## config.mk

```make
export PLATFORM = sky130hd
export DESIGN_NAME = lvpi_back
export DESIGN_NICKNAME = d
export VERILOG_FILES = /design/src/rtl/lvpi_pkg.sv /design/src/rtl/lvpi_back.sv
export SDC_FILE = /design/constraint.sdc
export NUM_CORES = 1
export LEC_CHECK = 0
export BUFFER_PORTS_ARGS = -buffer_cell sky130_fd_sc_hd__buf_2
export CAP_MARGIN = 20
export CELL_PAD_IN_SITES_DETAIL_PLACEMENT = 2
export CELL_PAD_IN_SITES_GLOBAL_PLACEMENT = 2
export CORE_ASPECT_RATIO = 1.4
export CORE_UTILIZATION = 25
export DETAILED_ROUTE_END_ITERATION = 8
export HOLD_SLACK_MARGIN = 0.1
export PLACE_DENSITY = 0.74
export SYNTH_ARGS = -nofsm -noshare
export SYNTH_HDL_FRONTEND = slang
export SYNTH_SLANG_ARGS = --single-unit
```

## constraint.sdc

```tcl
create_clock -name i_clk -period 6.8 [get_ports i_clk]
set_input_delay 0.34 -clock i_clk [delete_from_list [all_inputs] [get_ports i_clk]]
set_output_delay 0.34 -clock i_clk [all_outputs]
set_load 0.005 [all_outputs]
```

## src/rtl/lvpi_pkg.sv

```systemverilog
`timescale 1ns / 1ps
package lvpi_pkg;

    localparam int CB     = 32;           // coordinate width, Q16.16
    localparam int FB     = 16;           // fraction bits
    localparam int TOL_W  = 16;
    localparam int QB     = CB + 2;       // quotient bits kept before saturation is certain
    localparam int DIFF_W = CB + 1;
    localparam int PD_W   = 2 * CB;       // n*d product
    localparam int PN_W   = 2 * CB + 1;   // n*(p-l) product
    localparam int DENS_W = 2 * CB + 1;   // signed denominator
    localparam int NUMS_W = 2 * CB + 2;   // signed numerator
    localparam int DEN_W  = 2 * CB;       // denominator magnitude
    localparam int NM_W   = 2 * CB + 1;   // numerator magnitude
    localparam int LO_W   = CB + 1;
    localparam int HI_W   = NM_W - LO_W;
    localparam int P_W    = 3 * CB;       // |d| * |num|
    localparam int CMP_W  = DEN_W + QB;
    localparam int SUM_W  = QB + 3;
    localparam int NFRONT = 8;

    typedef struct packed {
        logic signed [CB-1:0] line_x;
        logic signed [CB-1:0] line_y;
        logic signed [CB-1:0] line_z;
        logic signed [CB-1:0] dir_x;
        logic signed [CB-1:0] dir_y;
        logic signed [CB-1:0] dir_z;
        logic signed [CB-1:0] plane_x;
        logic signed [CB-1:0] plane_y;
        logic signed [CB-1:0] normal_x;
        logic signed [CB-1:0] normal_y;
    } t_in_word;

    typedef struct packed {
        logic                 found;
        logic signed [CB-1:0] hit_x;
        logic signed [CB-1:0] hit_y;
        logic signed [CB-1:0] hit_z;
    } t_out_word;

    typedef struct packed {
        logic [DEN_W-1:0]     rem;
        logic [QB-1:0]        pbits;
        logic [QB-1:0]        quo;
        logic                 big;
        logic                 qneg;
        logic signed [CB-1:0] base;
    } t_lane;

    typedef struct packed {
        logic             special;
        logic [DEN_W-1:0] den;
        t_lane [2:0]      lane;
    } t_div_word;

    function automatic logic [CB-1:0] mag(logic signed [CB-1:0] v);
        return v[CB-1] ? CB'(-v) : CB'(v);
    endfunction

    // one restoring step: shift in the next dividend bit, subtract if it fits
    function automatic t_lane lane_step(t_lane a, logic [DEN_W-1:0] den);
        logic [DEN_W:0] t;
        t_lane r;
        r = a;
        t = {a.rem, a.pbits[QB-1]};
        r.pbits = {a.pbits[QB-2:0], 1'b0};
        if (t >= {1'b0, den}) begin
            r.rem = DEN_W'(t - {1'b0, den});
            r.quo = {a.quo[QB-2:0], 1'b1};
        end else begin
            r.rem = t[DEN_W-1:0];
            r.quo = {a.quo[QB-2:0], 1'b0};
        end
        return r;
    endfunction

    function automatic t_div_word div_step(t_div_word a);
        t_div_word r;
        r = a;
        for (int k = 0; k < 3; k++) begin
            r.lane[k] = lane_step(a.lane[k], a.den);
        end
        return r;
    endfunction

endpackage

```

## src/rtl/lvpi_back.sv

```systemverilog
`timescale 1ns / 1ps
module lvpi_back import lvpi_pkg::*; (
    input  logic      i_clk,
    input  logic      i_rst_n,
    input  logic      i_valid,
    output logic      o_ready,
    input  t_div_word i_word,
    output logic      o_valid,
    input  logic      i_ready,
    output t_out_word o_word
);

    localparam logic signed [CB-1:0] MAXC = {1'b0, {(CB-1){1'b1}}};
    localparam logic signed [CB-1:0] MINC = {1'b1, {(CB-1){1'b0}}};

    typedef struct packed {
        logic               special;
        logic [2:0]         big;
        logic [2:0]         qneg;
        logic [2:0][CB-1:0] base;
        logic [2:0][QB:0]   qr;
    } t_b1;

    logic      r_v1, r_v2;
    logic      en1, en2;
    t_b1       r_b1, n_b1;
    t_out_word r_out, n_out;
    logic [2:0][CB-1:0] hit;

    assign en2     = !r_v2 || i_ready;
    assign en1     = !r_v1 || en2;
    assign o_ready = en1;
    assign o_valid = r_v2;
    assign o_word  = r_out;

    // round to nearest, ties away from zero
    always_comb begin
        n_b1.special = i_word.special;
        for (int k = 0; k < 3; k++) begin
            n_b1.big[k]  = i_word.lane[k].big;
            n_b1.qneg[k] = i_word.lane[k].qneg;
            n_b1.base[k] = i_word.lane[k].base;
            n_b1.qr[k]   = (QB+1)'(i_word.lane[k].quo) +
                           (QB+1)'({i_word.lane[k].rem, 1'b0} >= {1'b0, i_word.den});
        end
    end

    always_comb begin
        logic signed [SUM_W-1:0] qs;
        logic signed [SUM_W-1:0] sum;
        for (int k = 0; k < 3; k++) begin
            qs  = $signed({2'b00, r_b1.qr[k]});
            if (r_b1.qneg[k]) qs = -qs;
            sum = SUM_W'($signed(r_b1.base[k])) + qs;
            if (r_b1.big[k]) begin
                hit[k] = r_b1.qneg[k] ? MINC : MAXC;
            end else if (sum > SUM_W'(MAXC)) begin
                hit[k] = MAXC;
            end else if (sum < SUM_W'(MINC)) begin
                hit[k] = MINC;
            end else begin
                hit[k] = sum[CB-1:0];
            end
        end
        n_out.found = !r_b1.special;
        n_out.hit_x = r_b1.special ? '0 : hit[0];
        n_out.hit_y = r_b1.special ? '0 : hit[1];
        n_out.hit_z = r_b1.special ? '0 : hit[2];
    end

    always_ff @(posedge i_clk) begin
        if (!i_rst_n) begin
            r_v1 <= 1'b0;
            r_v2 <= 1'b0;
        end else begin
            if (en1) r_v1 <= i_valid;
            if (en2) r_v2 <= r_v1;
        end
    end

    always_ff @(posedge i_clk) begin
        if (en1) r_b1  <= n_b1;
        if (en2) r_out <= n_out;
    end

endmodule

```

* Word-level counts from Yosys, hierarchy flattened
Cells that the tools add are included.
** Word-level totals
- Register bits :: 307
- Bits of input ports :: 567
- Word-level logic and storage cells :: 53
** Cells by class
- Add/subtract/negate cells :: 9
- $lt $le $gt $ge :: 9
- Multiplexer cells :: 15
- Reduce and logical (&&, ||, !) cells :: 5
** Operator list (count)
- 2-to-1 mux 32 bit :: 12
- >= comparator 65 x 64 -> 1 bit :: 3
- adder 32 x 37 -> 37 bit :: 3
- greater-than comparator 37 x 32 -> 1 bit, second input constant :: 3
- < comparator 37 x 32 -> 1 bit, second input constant :: 3
- 2-to-1 mux 37 bit :: 3
- negator 35 -> 37 bit :: 3
- adder 34 x 1 -> 35 bit :: 3
- zero test 1 bit :: 3
- logical OR 1 bit :: 2

* Longest topological paths before layout
- Word-level depth :: 7
- Gate-level depth with buffers :: 24
- Mapped depth without buffers :: 22

* Worst setup path after synthesis
Ideal clock, no wire load.
- Path kind :: register to register
- Start point :: register r_b1[78] (netlist name)
- End point :: register r_out, in the netlist o_word[14], data pin
- Library setup time :: 0.169 ns
- Arrival time :: 5.524 ns
- Data required time :: 6.631 ns
- Path slack :: 1.106 ns
- Cell stages (with the launch flop) :: 20
- Path buffers :: 1
- Period minus slack after synthesis :: 5.694 ns
- Cells stage by stage :: edfxtp_1 -> or4_1 -> or3_1 -> or2_2 -> or3_1 -> or3_1 -> or2_2 -> o21ai_0 -> xnor2_1 -> ha_1 -> a21oi_1 -> nor2_1 -> or3_1 -> o32a_1 -> xnor2_1 -> nor2_1 -> nor4b_1 -> a21oi_2 -> buf_4 -> o31ai_1
** Between the ends
- Cells in the longest elaborated chain, start to end :: 7
- Elaborated cells on any way between the ends :: 8
- Those cells by class :: add/sub: 2; order compare: 2; mux: 4
** RTL lines
- start, declared :: line lvpi_back.sv:26 : t_b1 r_b1, n_b1;
- start signal, assigned :: line lvpi_back.sv:82 : if (en1) r_b1 <= n_b1;
- negator 35 -> 37 bit :: line lvpi_back.sv:53 : if (r_b1.qneg[k]) qs = -qs;
- 2-to-1 mux 37 bit (*) :: line lvpi_back.sv:53
- adder 32 x 37 -> 37 bit (*) :: line lvpi_back.sv:54 : sum = SUM_W'($signed(r_b1.base[k])) + qs;
- < comparator 37 x 32 -> 1 bit :: line lvpi_back.sv:59 : end else if (sum < SUM_W'(MINC)) begin
- 2-to-1 mux 32 bit :: line lvpi_back.sv:59
- 2-to-1 mux 32 bit (*) :: line lvpi_back.sv:57 : end else if (sum > SUM_W'(MAXC)) begin
- 2-to-1 mux 32 bit (*) :: line lvpi_back.sv:55 : if (r_b1.big[k]) begin
- end signal, assigned :: line lvpi_back.sv:83 : if (en2) r_out <= n_out;
- end, declared :: line lvpi_back.sv:27 : t_out_word r_out, n_out;
Every way passes the cells marked *; elsewhere a longest branch is shown, timed or not.
A chain may end at the register's enable or synchronous reset.

* Worst setup path after layout
- Start point :: register r_b1[78] (netlist name)
- End point :: register r_out, in the netlist o_word[6], data pin
The elaborated chain is that of the path after synthesis.

==> flow_metrics.env <==
export IMPL_status="finished clean"
export IMPL_utilization_pct=32.77
export IMPL_clk_path_buf_depth=3
export IMPL_fin_tns_setup_ns=0
export IMPL_area_delta_synth_final_pct=29.18
export IMPL_num_io_pins=666
export IMPL_hp_class="in2reg"
export IMPL_synth_top_flop_cell="edfxtp_1"
export IMPL_vias=22780
export IMPL_ys_top_cells_by_area="edfxtp_1 (37%), ha_1 (16%), xnor2_1 (8.2%)"
export IMPL_path_cells="or4_1, or3_1, or2_2, or3_1, or3_1, or2_2, o21ai_0, xnor2_1, ha_1, a21oi_1, nor2_1, or3_1, o32a_1, xnor2_1, nor2_1, nor4b_1, buf_4, a21oi_2, buf_4, o41ai_1"
export IMPL_dieArea_sq_um=99830
export IMPL_hpwl_mm=84.47
export IMPL_clk_pin_slew_worst_paths_ns=0.07
export IMPL_htreeDepth=2
export IMPL_max_cap_viol_count=0
export IMPL_place_congestion=0.8657
export IMPL_rsz0062_at_grt="no"
export IMPL_syn_nets=3377
export IMPL_hold_viol=0
export IMPL_worst_hold_slack_ns=0.1300
export IMPL_synth_edf_count=305
export IMPL_critPathMostFrequentCell="or3_1"
export IMPL_p_seq_share_pct=35.2
export IMPL_initial_utilization_pct=25.37
export IMPL_p_int_mw=4.542
export IMPL_netlist_area_sq_um=24640
export IMPL_postSynth_asyncResetShare_pct=0
export IMPL_p_per_area_nw_per_um2=216.6
export IMPL_period_share_pct=94.85
export IMPL_irDropWorstVdd_v=0.0001678
export IMPL_yosysWarnings=0
export IMPL_cts_tree="yes"
export IMPL_finalMaxSlewViolations=0
export IMPL_worstMarginPinSlew_ns=1.355
export IMPL_final_cells=4548
export IMPL_synthCells=2495
export IMPL_antenna_found_initial=24
export IMPL_cts_sinks=307
export IMPL_die_w_um=267.3
export IMPL_grt_pass1_vias=25700
export IMPL_avgRoutedWirePerCell_um=22.99
export IMPL_coreArea_sq_um=97120
export IMPL_root_buffer="clkbuf_16"
export IMPL_grt_max_degree=180
export IMPL_grt_usage_pct=20.55
export IMPL_crit_path_max_incr_delay_ns=0.56
export IMPL_setup_viol=0
export IMPL_slowest_stage="or4_1"
export IMPL_io_buffers=563
export IMPL_layout_nets=4093
export IMPL_post_place_cells=4310
export IMPL_critPathKind="reg2reg"
export IMPL_max_slew_margin_rel_pct=9.657
export IMPL_min_period_ns=6.450
export IMPL_drtPass1Iterations=5
export IMPL_critPathArrivalTime_ns=6.82
export IMPL_grt_pass1_wl_mm=156.1
export IMPL_synth_area_per_cell_sq_um=9.875
export IMPL_ant_nets=0
export IMPL_place_ws_ns=0.4251
export IMPL_setup_slack_ns=0.3500
export IMPL_drtIter0Drc=824
export IMPL_end_kind="register"
export IMPL_power_share_clock_pct=30.7
export IMPL_ys_ff_latch=307
export IMPL_synth_largest_area_cell="edfxtp_1"
export IMPL_drc_errors=0
export IMPL_wl_mm=104.6
export IMPL_synth_cell_type_count=81
export IMPL_skew_ns=0.05216
export IMPL_cp_required_ns=7.17
export IMPL_routed_via_density=5.009
export IMPL_row_count=135
export IMPL_cp_start_kind="register"
export IMPL_crit_fanout=28
export IMPL_cts_buffers=36
export IMPL_fmax_ghz=0.1550
export IMPL_insertion_delay_ns=0.59
export IMPL_drive_above_1_share_pct=20.83
export IMPL_netlist_area_leader_share_pct=37.17
export IMPL_die_height_um=373.4
export IMPL_power_switching_mw=2.353
export IMPL_overflow=0
export IMPL_switching_share_pct=34.13
export IMPL_pwr_share_comb_pct=34.0
export IMPL_p_leak_nw=13.91
export IMPL_cts_resized=0
export IMPL_yosysSeqAreaShare_pct=37.34
## power groups by stage
stage	sequential (mW)	clock, mW	combinational, mW
final	2.43	2.12	2.35
after CTS	2.43	2.18	2.34
after global routing	2.45	2.24	2.58
after floorplan	2.45	0	1.39
after detailed placement	2.47	0	2.24
after global placement	2.46	0	2.16
## critical path, delay by kind of cell (launching register included)
| kind | cells | cell delay [ns] |
|---|---|---|
| AO/OA/AOI/OAI | 5 | 1.35 |
| XOR/XNOR | 2 | 0.34 |
| adder cells (fa/ha/maj) | 1 | 0.34 |
| buffers and inverters | 2 | 0.45 |
| flip-flops | 1 | 0.44 |
| AND/OR/NAND/NOR | 10 | 3.30 |
## cell usage after synthesis (40+ instances only)
cell type,instances
inv_1,112
xor2_1,60
nor3_1,40
a21oi_1,178
nor2_1,115
nand3_1,67
o21ai_0,134
a21o_1,132
nand4_1,87
ha_1,312
nand2_1,206
edfxtp_1,305
clkbuf_1,49
xnor2_1,231
o31ai_1,64
## layout make-up
type,instances,area (sq um)
antenna,11,27.53
clock buffer,42,923.4
clock inverter,21,314.1
fill,10800,65300
inverter,113,426.7
multi-input combinational,2010,14720
sequential,307,9199
tap,1301,1628
timing repair buffer,743,4592
## registers in the layout, indices dropped and copies added (netlist names)
| name | flops |
|---|---|
| o_valid | 1 |
| o_word | 97 |
| r_v1 | 1 |
| r_b1 | 208 |
## final timing paths
path          endpoint  slack, ns       from  depth (start not counted)
max reg2reg  o_word[6]       0.35   r_b1[78]                         20
min reg2reg    o_valid       0.58       r_v1                          1
min          r_b1[106]       0.13  i_word[1]                          1
max          o_word[6]       0.35   r_b1[78]                         20
## stage by stage
step           total power, mW  instance area (sq um)
3_5_place_dp             4.705                  28920
2_1_floorplan            3.831                  24640
6_report                 6.895                  31830
3_3_place_gp             4.622                  28920
4_1_cts                  6.952                  31800
5_1_grt                  7.266                  31820
## layer usage
layer	vias to the layer above	track usage, %	wire [um]
met3	180	3.572	5210
met5	-	0	99
met2	620	40.86	57180
met4	14	8.187	4252
li1	10820	-	-
met1	11150	20.52	37840
## cell usage in the layout (no fill, tap or decap), types with 111 or more instances in the layout
| master | count |
|---|---|
| a21o_1 | 132 |
| a21oi_1 | 178 |
| buf_2 | 563 |
| dlygate4sd3_1 | 164 |
| edfxtp_1 | 305 |
| ha_1 | 312 |
| inv_1 | 111 |
| nand2_1 | 205 |
| nor2_1 | 115 |
| o21ai_0 | 134 |
| xnor2_1 | 231 |
## what timing repair did
action	in CTS	in global routing
hold buffers	164	0
hold endpoints to repair	165	0
buffers inserted	0	0
## logic make-up (layout without fill, tap and decap cells)
logic type               after synthesis  count (layout)  share of synthesized area [%]
XOR/XNOR                             292             292                          10.41
adder cells (fa/ha/maj)              315             315                          16.09
other                                  0              11                              0
flip-flops                           307             307                          37.34
AO/OA/AOI/OAI                        689             689                          18.45
buffers and inverters                178             919                          2.991
AND/OR/NAND/NOR                      713             713                          14.66
multiplexers                           1               1                        0.06092
No activity file was read; power rests on OpenSTA's default activity.
